<file path="config.mk">
export PLATFORM = sky130hd
export DESIGN_NAME = modular_exponentiation_64_core
export DESIGN_NICKNAME = d
export VERILOG_FILES = /design/src/modexp_pkg.sv /design/src/modular_exponentiation_64_core.sv
export SDC_FILE = /design/constraint.sdc
export NUM_CORES = 2
export LEC_CHECK = 0
export BUFFER_PORTS_ARGS = -buffer_cell sky130_fd_sc_hd__buf_2
export CAP_MARGIN = 25
export CORE_ASPECT_RATIO = 1.25
export CORE_MARGIN = 2
export CORE_UTILIZATION = 45
export CTS_CLUSTER_DIAMETER = 30
export DETAILED_ROUTE_END_ITERATION = 10
export HOLD_SLACK_MARGIN = 0.12
export PLACE_DENSITY = 0.75
export RECOVER_POWER = 50
export SETUP_SLACK_MARGIN = 0.3
export SLEW_MARGIN = 15
export SYNTH_ARGS = -nofsm -noshare
export SYNTH_HDL_FRONTEND = slang
export SYNTH_SLANG_ARGS = --single-unit
</file>
<file path="constraint.sdc">
create_clock -name clk -period 6.15 [get_ports clk]
set_input_delay 0.9225 -clock clk [delete_from_list [all_inputs] [get_ports clk]]
set_output_delay 0.9225 -clock clk [all_outputs]
set_load 0.01 [all_outputs]
</file>
<file path="src/modexp_pkg.sv">
// shared constants for the 64-bit modular exponentiation core
// no dependencies
package modexp_pkg;

  localparam int W = 64;                          // width of every field
  localparam int CW = $clog2(W);                  // step counter width
  localparam logic [W-1:0] MOD_RESET = 64'hFFFF_FFFF_FFFF_FFC5;

endpackage

</file>
<file path="src/modular_exponentiation_64_core.sv">
// 64-bit modular exponentiation core, bit-serial square-and-multiply
// depends on modexp_pkg
//
//   channel  ports                         width  direction
//   in       in_valid/in_stall, base, exp  64+64  request in
//   out      out_valid/out_stall, power    64     request out
//   cfg      cfg_we, cfg_data (modulus)    64     write only
//
// a request reduces the base, then per exponent bit squares and, if the bit is set,
//   multiplies; each product runs the add-mod step, one multiplier bit per cycle
// a modulus below two gives 0, skipping the reduction and the products
// reset clears the control state and sets the modulus to 2^64 - 59
// a new request is taken while the previous result still waits in the output register;
//   a finished result waits in the final state while a full output register stalls
module modular_exponentiation_64_core (
  input  logic                     clk,
  input  logic                     rst_n,
  input  logic                     in_valid,
  output logic                     in_stall,
  input  logic [modexp_pkg::W-1:0] in_base,
  input  logic [modexp_pkg::W-1:0] in_exponent,
  output logic                     out_valid,
  input  logic                     out_stall,
  output logic [modexp_pkg::W-1:0] out_power,
  input  logic                     cfg_we,
  input  logic [modexp_pkg::W-1:0] cfg_data
);
  import modexp_pkg::*;

  // controller states
  localparam logic [2:0] S_IDLE = 3'd0;  // waiting for a request
  localparam logic [2:0] S_RED  = 3'd1;  // base mod modulus, one base bit a cycle
  localparam logic [2:0] S_SQR  = 3'd2;  // acc * acc, one multiplier bit a cycle
  localparam logic [2:0] S_MUL  = 3'd3;  // acc * base, one multiplier bit a cycle
  localparam logic [2:0] S_FIN  = 3'd4;  // result waits for the output register

  localparam logic [W-1:0] ONE  = W'(1);
  localparam logic [CW-1:0] LAST = CW'(W - 1);

  // (x + y) mod m for x, y < m
  function automatic logic [W-1:0] add_mod(input logic [W-1:0] x, input logic [W-1:0] y,
                                           input logic [W-1:0] m);
    logic [W:0] s;
    s = {1'b0, x} + {1'b0, y};
    if (s >= {1'b0, m}) s = s - {1'b0, m};
    return s[W-1:0];
  endfunction

  logic [2:0]    state_r, state_nxt;
  logic [CW-1:0] cnt_r, cnt_nxt;      // step within a reduction or a product
  logic [CW-1:0] ebit_r, ebit_nxt;    // exponent bits done
  logic [W-1:0]  mod_r;               // configured modulus
  logic [W-1:0]  base_r, base_nxt;    // raw base shifts out msb first, then reduced base
  logic [W-1:0]  exp_r, exp_nxt;      // exponent, msb first
  logic [W-1:0]  rem_r, rem_nxt;      // partial remainder of the base
  logic [W-1:0]  mac_r, mac_nxt;      // product accumulator, holds the result at the end
  logic [W-1:0]  ma_r, ma_nxt;        // multiplicand, doubled mod m each step
  logic [W-1:0]  mb_r, mb_nxt;        // multiplier, shifts out lsb first
  logic          out_valid_r, out_valid_nxt;
  logic [W-1:0]  out_power_r;

  logic [W:0]    rem_sh;
  logic [W-1:0]  rem_step;
  logic [W-1:0]  mac_step;
  logic [W-1:0]  ma_step;
  logic          accept;
  logic          out_load;

  assign in_stall  = (state_r != S_IDLE);
  assign accept    = in_valid && !in_stall;
  assign out_load  = (state_r == S_FIN) && (!out_valid_r || !out_stall);
  assign out_valid = out_valid_r;
  assign out_power = out_power_r;

  // restoring remainder step: shift in the next base bit, subtract if it fits
  always_comb begin
    rem_sh = {rem_r, base_r[W-1]};
    if (rem_sh >= {1'b0, mod_r}) begin
      rem_step = W'(rem_sh - {1'b0, mod_r});
    end else begin
      rem_step = rem_sh[W-1:0];
    end
  end

  // shift-and-add product step
  assign mac_step = mb_r[0] ? add_mod(mac_r, ma_r, mod_r) : mac_r;
  assign ma_step  = add_mod(ma_r, ma_r, mod_r);

  always_comb begin
    state_nxt = state_r;
    cnt_nxt   = cnt_r;
    ebit_nxt  = ebit_r;
    base_nxt  = base_r;
    exp_nxt   = exp_r;
    rem_nxt   = rem_r;
    mac_nxt   = mac_r;
    ma_nxt    = ma_r;
    mb_nxt    = mb_r;
    unique case (state_r) inside
      S_IDLE: begin
        if (accept) begin
          base_nxt = in_base;
          exp_nxt  = in_exponent;
          rem_nxt  = '0;
          cnt_nxt  = '0;
          ebit_nxt = '0;
          if (mod_r < W'(2)) begin
            // degenerate modulus: every residue is zero
            mac_nxt   = '0;
            state_nxt = S_FIN;
          end else begin
            state_nxt = S_RED;
          end
        end
      end
      S_RED: begin
        rem_nxt  = rem_step;
        base_nxt = {base_r[W-2:0], 1'b0};
        cnt_nxt  = cnt_r + CW'(1);
        if (cnt_r == LAST) begin
          // reduced base in place, first square of acc = 1
          base_nxt  = rem_step;
          mac_nxt   = '0;
          ma_nxt    = ONE;
          mb_nxt    = ONE;
          cnt_nxt   = '0;
          state_nxt = S_SQR;
        end
      end
      S_SQR, S_MUL: begin
        mac_nxt = mac_step;
        ma_nxt  = ma_step;
        mb_nxt  = {1'b0, mb_r[W-1:1]};
        cnt_nxt = cnt_r + CW'(1);
        if (cnt_r == LAST) begin
          cnt_nxt = '0;
          if (state_r == S_SQR && exp_r[W-1]) begin
            // exponent bit set: multiply by the base
            mac_nxt   = '0;
            ma_nxt    = mac_step;
            mb_nxt    = base_r;
            state_nxt = S_MUL;
          end else begin
            exp_nxt  = {exp_r[W-2:0], 1'b0};
            ebit_nxt = ebit_r + CW'(1);
            if (ebit_r == LAST) begin
              state_nxt = S_FIN;
            end else begin
              mac_nxt   = '0;
              ma_nxt    = mac_step;
              mb_nxt    = mac_step;
              state_nxt = S_SQR;
            end
          end
        end
      end
      S_FIN: begin
        if (out_load) state_nxt = S_IDLE;
      end
      default: begin
        state_nxt = S_IDLE;
      end
    endcase
  end

  // output register: freed when taken, refilled from the final state
  always_comb begin
    out_valid_nxt = out_valid_r;
    if (out_valid_r && !out_stall) out_valid_nxt = 1'b0;
    if (out_load) out_valid_nxt = 1'b1;
  end

  always_ff @(posedge clk) begin
    if (!rst_n) begin
      state_r     <= S_IDLE;
      out_valid_r <= 1'b0;
      mod_r       <= MOD_RESET;
    end else begin
      state_r     <= state_nxt;
      out_valid_r <= out_valid_nxt;
      if (cfg_we) mod_r <= cfg_data;
    end
  end

  // datapath, no reset needed
  always_ff @(posedge clk) begin
    cnt_r  <= cnt_nxt;
    ebit_r <= ebit_nxt;
    base_r <= base_nxt;
    exp_r  <= exp_nxt;
    rem_r  <= rem_nxt;
    mac_r  <= mac_nxt;
    ma_r   <= ma_nxt;
    mb_r   <= mb_nxt;
    if (out_load) out_power_r <= mac_r;
  end

endmodule

</file>
======== Word level (Yosys, flattened, before mapping) ========
Index checks and enable logic that the tools add are counted.
word-level totals
  flip-flop bits (word level) ............. 528
  word-level logic and storage cells ...... 104
  input bits .............................. 197
operators by class
  muxes and demuxes ....................... 45
  equality and inequality tests ........... 12
  add/sub/neg operators ................... 7
  $lt $le $gt $ge ......................... 4
  reductions and logical operators ........ 24
operators by type and width
  kind                   count
  $mux W64               23
  $pmux W64 S2           5
  $ge A65 B64 Y1         3
  $pmux W64 S3           1
  $sub A64 B64 Y64       3
  $add A64 B64 Y65       2
  $lt A64 B2 Y1 const B  1
  $mux W6                4
  $pmux W6 S2            2
  $mux W3                7
  $add A6 B1 Y6 const B  2
  $eq A6 B6 Y1 const B   2
  $pmux W3 S4            1
  $reduce_and A4 Y1      3
  $reduce_bool A2 Y1     5
  $ne A2 B2 Y1 const B   4
  $eq A3 B2 Y1 const B   2
  $reduce_and A2 Y1      3
  $reduce_bool A3 Y1     2
  $logic_and A1 B1 Y1    4
  $ne A2 B1 Y1 const B   2
  $eq A3 B1 Y1 const B   1
  $eq A3 B3 Y1 const B   1
  $logic_not A1 Y1       3
  5 further kinds        6

======== Depth between registers and ports, before layout ========
  depth after elaboration ................. 8
  depth in mapped cells ................... 26
  depth with buffers taken out ............ 23

======== Worst setup path after synthesis ========
OpenSTA, ideal clock, no wires.
  path kind ............................... register -> register
  from .................................... reg ma_r[0]
  to ...................................... reg ma_r[14], data pin
  slack ................................... 0.044 ns
  cell stages (with the launch flop) ...... 26
  arrival ................................. 5.831 ns
  cells stage by stage .................... edfxtp_1 > ha_1 > fa_1 > a211oi_1 > o21bai_1 > o41ai_2 > a21oi_1 > o311ai_1 > a21oi_1 > a21oi_1 > xor2_1 > inv_1 > ha_1 > clkbuf_1 > nand4_1 > nor3_1 > nand4_1 > or4_1 > o211ai_1 > nor2b_1 > o311a_1 > o21ai_4 > buf_6 > mux2_2 > a211oi_1 > a211oi_1
between the ends
  word-level cells in the longest chain between the ends .. 8
  elaborated cells between the ends (all ways) .. 13
  those cells by class .................... add/sub: 4; order compare: 2; mux: 7
RTL lines
  element                                             line                                   RTL
  from (decl)                                         modular_exponentiation_64_core.sv:57   logic [W-1:0] ma_r, ma_nxt;
  from (signal assigned)                              modular_exponentiation_64_core.sv:193  ma_r <= ma_nxt;
  $add A64 B64 Y65                                    modular_exponentiation_64_core.sv:44   s = {1'b0, x} + {1'b0, y};
  $sub A64 B64 Y64 or $ge A65 B64 Y1 (tied branches)  modular_exponentiation_64_core.sv:45   if (s >= {1'b0, m}) s = s - {1'b0, m};
  $mux W64                                            modular_exponentiation_64_core.sv:45
  $mux W64                                            modular_exponentiation_64_core.sv:86   assign mac_step = mb_r[0] ? add_mod(mac_r, ma_r, mod_r) : mac_r;
  $mux W64                                            modular_exponentiation_64_core.sv:146  if (ebit_r == LAST) begin
  $mux W64                                            modular_exponentiation_64_core.sv:137  if (state_r == S_SQR && exp_r[W-1]) begin
  $mux W64 *                                          modular_exponentiation_64_core.sv:135  if (cnt_r == LAST) begin
  $pmux W64 S2 *                                      modular_exponentiation_64_core.sv:99   unique case (state_r) inside
Every way passes the cells marked *; elsewhere a longest branch is shown, timed or not.
A chain may end at the register's enable or synchronous reset.

======== Worst setup path in the final report ========
  from .................................... reg mac_r[0]
  to ...................................... reg mb_r[31], data pin
between the ends
  word-level cells in the longest chain between the ends .. 8
  elaborated cells between the ends (all ways) .. 9
  those cells by class .................... add/sub: 2; order compare: 1; mux: 6
RTL lines
  element                                             line                                   RTL
  from (decl)                                         modular_exponentiation_64_core.sv:56   logic [W-1:0] mac_r, mac_nxt;
  from (signal assigned)                              modular_exponentiation_64_core.sv:192  mac_r <= mac_nxt;
  $add A64 B64 Y65 *                                  modular_exponentiation_64_core.sv:44
  $sub A64 B64 Y64 or $ge A65 B64 Y1 (tied branches)  modular_exponentiation_64_core.sv:45
  $mux W64 *                                          modular_exponentiation_64_core.sv:45
  $mux W64 *                                          modular_exponentiation_64_core.sv:86
  $mux W64 *                                          modular_exponentiation_64_core.sv:146
  $mux W64 *                                          modular_exponentiation_64_core.sv:137
  $mux W64 *                                          modular_exponentiation_64_core.sv:135
  $pmux W64 S2 *                                      modular_exponentiation_64_core.sv:99
  to (signal assigned)                                modular_exponentiation_64_core.sv:194  mb_r <= mb_nxt;
  to (decl)                                           modular_exponentiation_64_core.sv:58   logic [W-1:0] mb_r, mb_nxt;
Marked as above.

==> out/results.md <==
| Parameter | This run |
|:---|:---|
| Number of nets produced by synthesis | 5131 |
| Total count of hold-check failures in the final report | 0 |
| Final setup violation count | 21 |
| DR iter-0 viols | 5130 |
| F_max | 160.7 MHz |
| Initial core utilization | 45.20% |
| Synthesis-stage register bit count | 528 |
| Full die area | 92560 µm² |
| Vias post-DR | 41.74k |
| Total of max-cap violations | 0 |
| Maximum number of pins on one net before global-route repair | 94 |
| Relative area change from synthesis to final layout | 27.19% |
| RePlAce Congestion | 1.004 |
| Overall global routing resource usage | 34.42% |
| Setup Total Neg Slack | -0.5500 ns |
| Y dimension of the die | 339.7 µm |
| Met2 wire length | 73450 µm |
| Int Pwr | 9.935 mW |
| Via count of the first global-routing pass | 39.79k |
| Estimated wirelength of the detail-placed design | 126400 µm |
| Synth top area cells | edfxtp_1, ha_1, nand2_1 |
| CP endpoint kind | flop |
| Predominant post-synthesis flop cell | edfxtp_1 |
| Compound-gate portion of the synthesized area | 25.75% |
| M1 wire length | 65150 µm |
| Post-synth EDFFs | 460 |
| Unique cell type count in the Yosys netlist | 93 |
| Highest cell delay on the worst timing path | 0.46 ns |
| DRC viols | 0 |
| Leading post-synthesis cells by instance count | nand2_1, edfxtp_1, a21oi_1 |
| Max VDD drop | 226.7 µV |
| Simple-Gate Fraction of Synth Area | 17.05% |
| Highest layer used for signal routing | met5 |
| Cells after synthesis | 4672 |
| CP required | 6.52 ns |
| Die X-Extent | 272.5 µm |
| Pwr Total | 15.36 mW |
| First-pass GRT wire length | 242800 µm |
| Synthesized-area fraction occupied by xor and xnor cells | 4.729% |
| Psw | 5.427 mW |
| Leftover overflow at the end of global routing | 0 |
| Time the worst path needs with I/O delays and setup | 6.221 ns |
| Critical Setup Path Class | reg -> reg |
| Ratio of routed vias to standard cells | 6.347 |
| Site Rows | 123 |
| Number of antenna violations at the first check in global routing | 6 |
| Adder-Cell Fraction of Synth Area | 8.157% |
| Clock-pin slew of the registers on the worst-case setup and hold paths | 0.06 ns |
| Synthesized area per cell | 8.681 µm² |
| Fraction of power consumed by the clock network | 37.2% |
| Placeable core area | 89720 µm² |
| I/O Pins | 263 |
| Most numerous cell in the Yosys netlist | nand2_1 |
| 1st-pass router iterations | 6 |
| CP max-delay cell | a221o_2 |
| Sequential share of power | 29.4% |
| Transition time at the pin with the least slew margin | 1.065 ns |
| Netlist area before placement | 40560 µm² |
| Setup slack after layout | -0.07127 ns |
| Peak fanout along the critical path | 6 |
| Ys async rst share | 0% |
| H-Tree Depth | 3 |
| Static leakage | 22.02 nW |
| Number of I/O port buffers | 262 |
| Register area share after synthesis | 37.41% |
| Number of buffers added by the clock tree synthesis step | 100 |
| Clock tree sinks | 528 |
| Drt wl/cell | 25.37 µm |
| Synthesis warning total | 0 |
| CTS Root Buffer Type | clkbuf_16 |
| Post-synth top area share | 34.06% |
| Maximum root-to-sink buffer count | 3 |
| Met3 routed WL | 18420 µm |
| Switching power share of the total | 35.33% |
| Count of antenna-violating nets left after detailed routing | 0 |
| Violated checks | setup timing |
| Total Nets Final | 5755 |
| Number of inserted filler cells in the final layout | 7801 |
| Max-Slew Margin vs Limit | 28.36% |
| Post-route worst hold slack | 0.4470 ns |
| Cell Pwr Density | 297.8 nW/µm² |
| Cell type with the largest total area after synthesis | edfxtp_1 |
| Final-report max-slew violation count | 0 |
| Launching element type of the critical path | flop |
| Clock insertion delay at the later pin of the skew report | 0.70 ns |
| Final worst path period share | 101.2% |
| Dominant combinational cell family by area after synthesis | compound AO/OA/AOI/OAI gates |
| Unrepaired setup endpoints after global routing | true |
| Share of total power in combinational logic | 33.4% |
| CTS tree | done |
| Worst min-delay path class | in -> reg |
| Status | complete, but fails checks |
| Ratio of cells with drive above 1 in the final layout | 23.15% |
| Arr. time, crit path | 6.59 ns |
| Wirelength, routed | 166900 µm |
| Mux contribution to synthesized area | 2.493% |
| Worst clock skew | 0.04266 ns |
placed cells by master, fill, tap and decap left out, types with 69 or more instances in the layout:
cell type    n
nand3_1     84
o21ai_0    245
buf_2      261
xor2_1      77
buf_4      477
edfxtp_1   460
o211ai_1   102
nand4_1     83
nor3_1      83
ha_1       243
nand2_1    589
a21o_1     178
mux2i_1     69
clkbuf_16  106
inv_1      161
a21oi_1    401
xnor2_1    137
nor2_1     358
per-layer routing:
layer / vias to the layer above / track usage, %
li1: 18751 / -
met1: 19944 / 45.43
met2: 2570 / 53.01
met3: 470 / 7.456
met4: 2 / 17.65
met5: - / 0
area by class of cell:
class	instances	area, µm²	area share [%]
multi-input cells	3689	25110	48.68
flip-flops and latches	528	15170	29.42
repair buffers	814	5649	10.95
clock buffers	113	2646	5.130
well taps	1187	1485	2.879
clock inverters	76	892.1	1.729
inverters	163	611.8	1.186
diodes	6	15.01	0.02911
power by group through the flow:
stage / clock (mW) / sequential, mW / combinational (mW)
floorplan: 0 / 4.45 / 2.80
global placement: 0 / 4.55 / 4.42
detailed placement: 0 / 4.56 / 4.44
CTS: 5.74 / 4.49 / 4.79
global route: 5.90 / 4.53 / 5.45
finish: 5.71 / 4.51 / 5.13
worst paths after layout:
| path | start | end | slack [ns] | cells past startpoint |
|---|---|---|---|---|
| worst max-delay path | mac_r[0] | mb_r[31] | -0.07 | 26 |
| worst min-delay path | cfg_data[39] | mod_r[39] | 0.45 | 3 |
| worst max register to register | mac_r[0] | mb_r[31] | -0.07 | 26 |
| worst min register to register | exp_r[36] | exp_r[37] | 0.50 | 2 |
through the flow:
| stage | setup slack, ns | area (µm²) | instances | util [%] |
|---|---|---|---|---|
| finish | -0.07127 | 51590 | 6576 | 57.50 |
| global route | -0.2394 | 51580 | 6572 | 57.49 |
| CTS | 0.02486 | 50810 | 6545 | 56.63 |
| detailed placement | -0.5294 | 46050 | 6311 | 51.32 |
| global placement | -0.3639 | 46010 | 6309 | 51.28 |
| floorplan | 0.3070 | 40580 | 4672 | - |
worst max-delay path, delay by kind of cell, from the launching register on:
family | cells | cell delay, ns
AOI/OAI and AO/OA | 10 | 2.04
xor gates and xnor gates | 1 | 0.18
adders and majority gates | 3 | 0.90
buffers and inverters | 4 | 0.62
DFF | 1 | 0.41
muxes | 2 | 0.52
and+or+nand+nor | 6 | 1.22
what timing repair did:
item | in CTS | in global routing
setup buffers | 43 | 22
pin swaps | 97 | 82
setup endpoints to repair | 192 | 192
gates cloned | 2 | 2
gates resized for setup | 168 | 129
hold buffers | 0 | 0
sequential cells by signal, summed over array words and instances, names as in the netlist:
register   flops
mac_r         64
ma_r          64
state_r        3
rem_r         64
out_power     64
mb_r          64
cnt_r          6
mod_r         64
ebit_r         6
base_r        64
out_valid      1
exp_r         64
logic make-up (layout without fill, tap and decap cells):
logic type      count (synthesis)  count (layout)
flops                         528             528
xor+xnor                      219             219
simple gates                 1512            1512
mux                            98              98
buf+inv                       455            1166
compound gates               1598            1598
fa+ha+maj                     262             262
other cells                     0               6
Power figures use the tool's default switching activity.
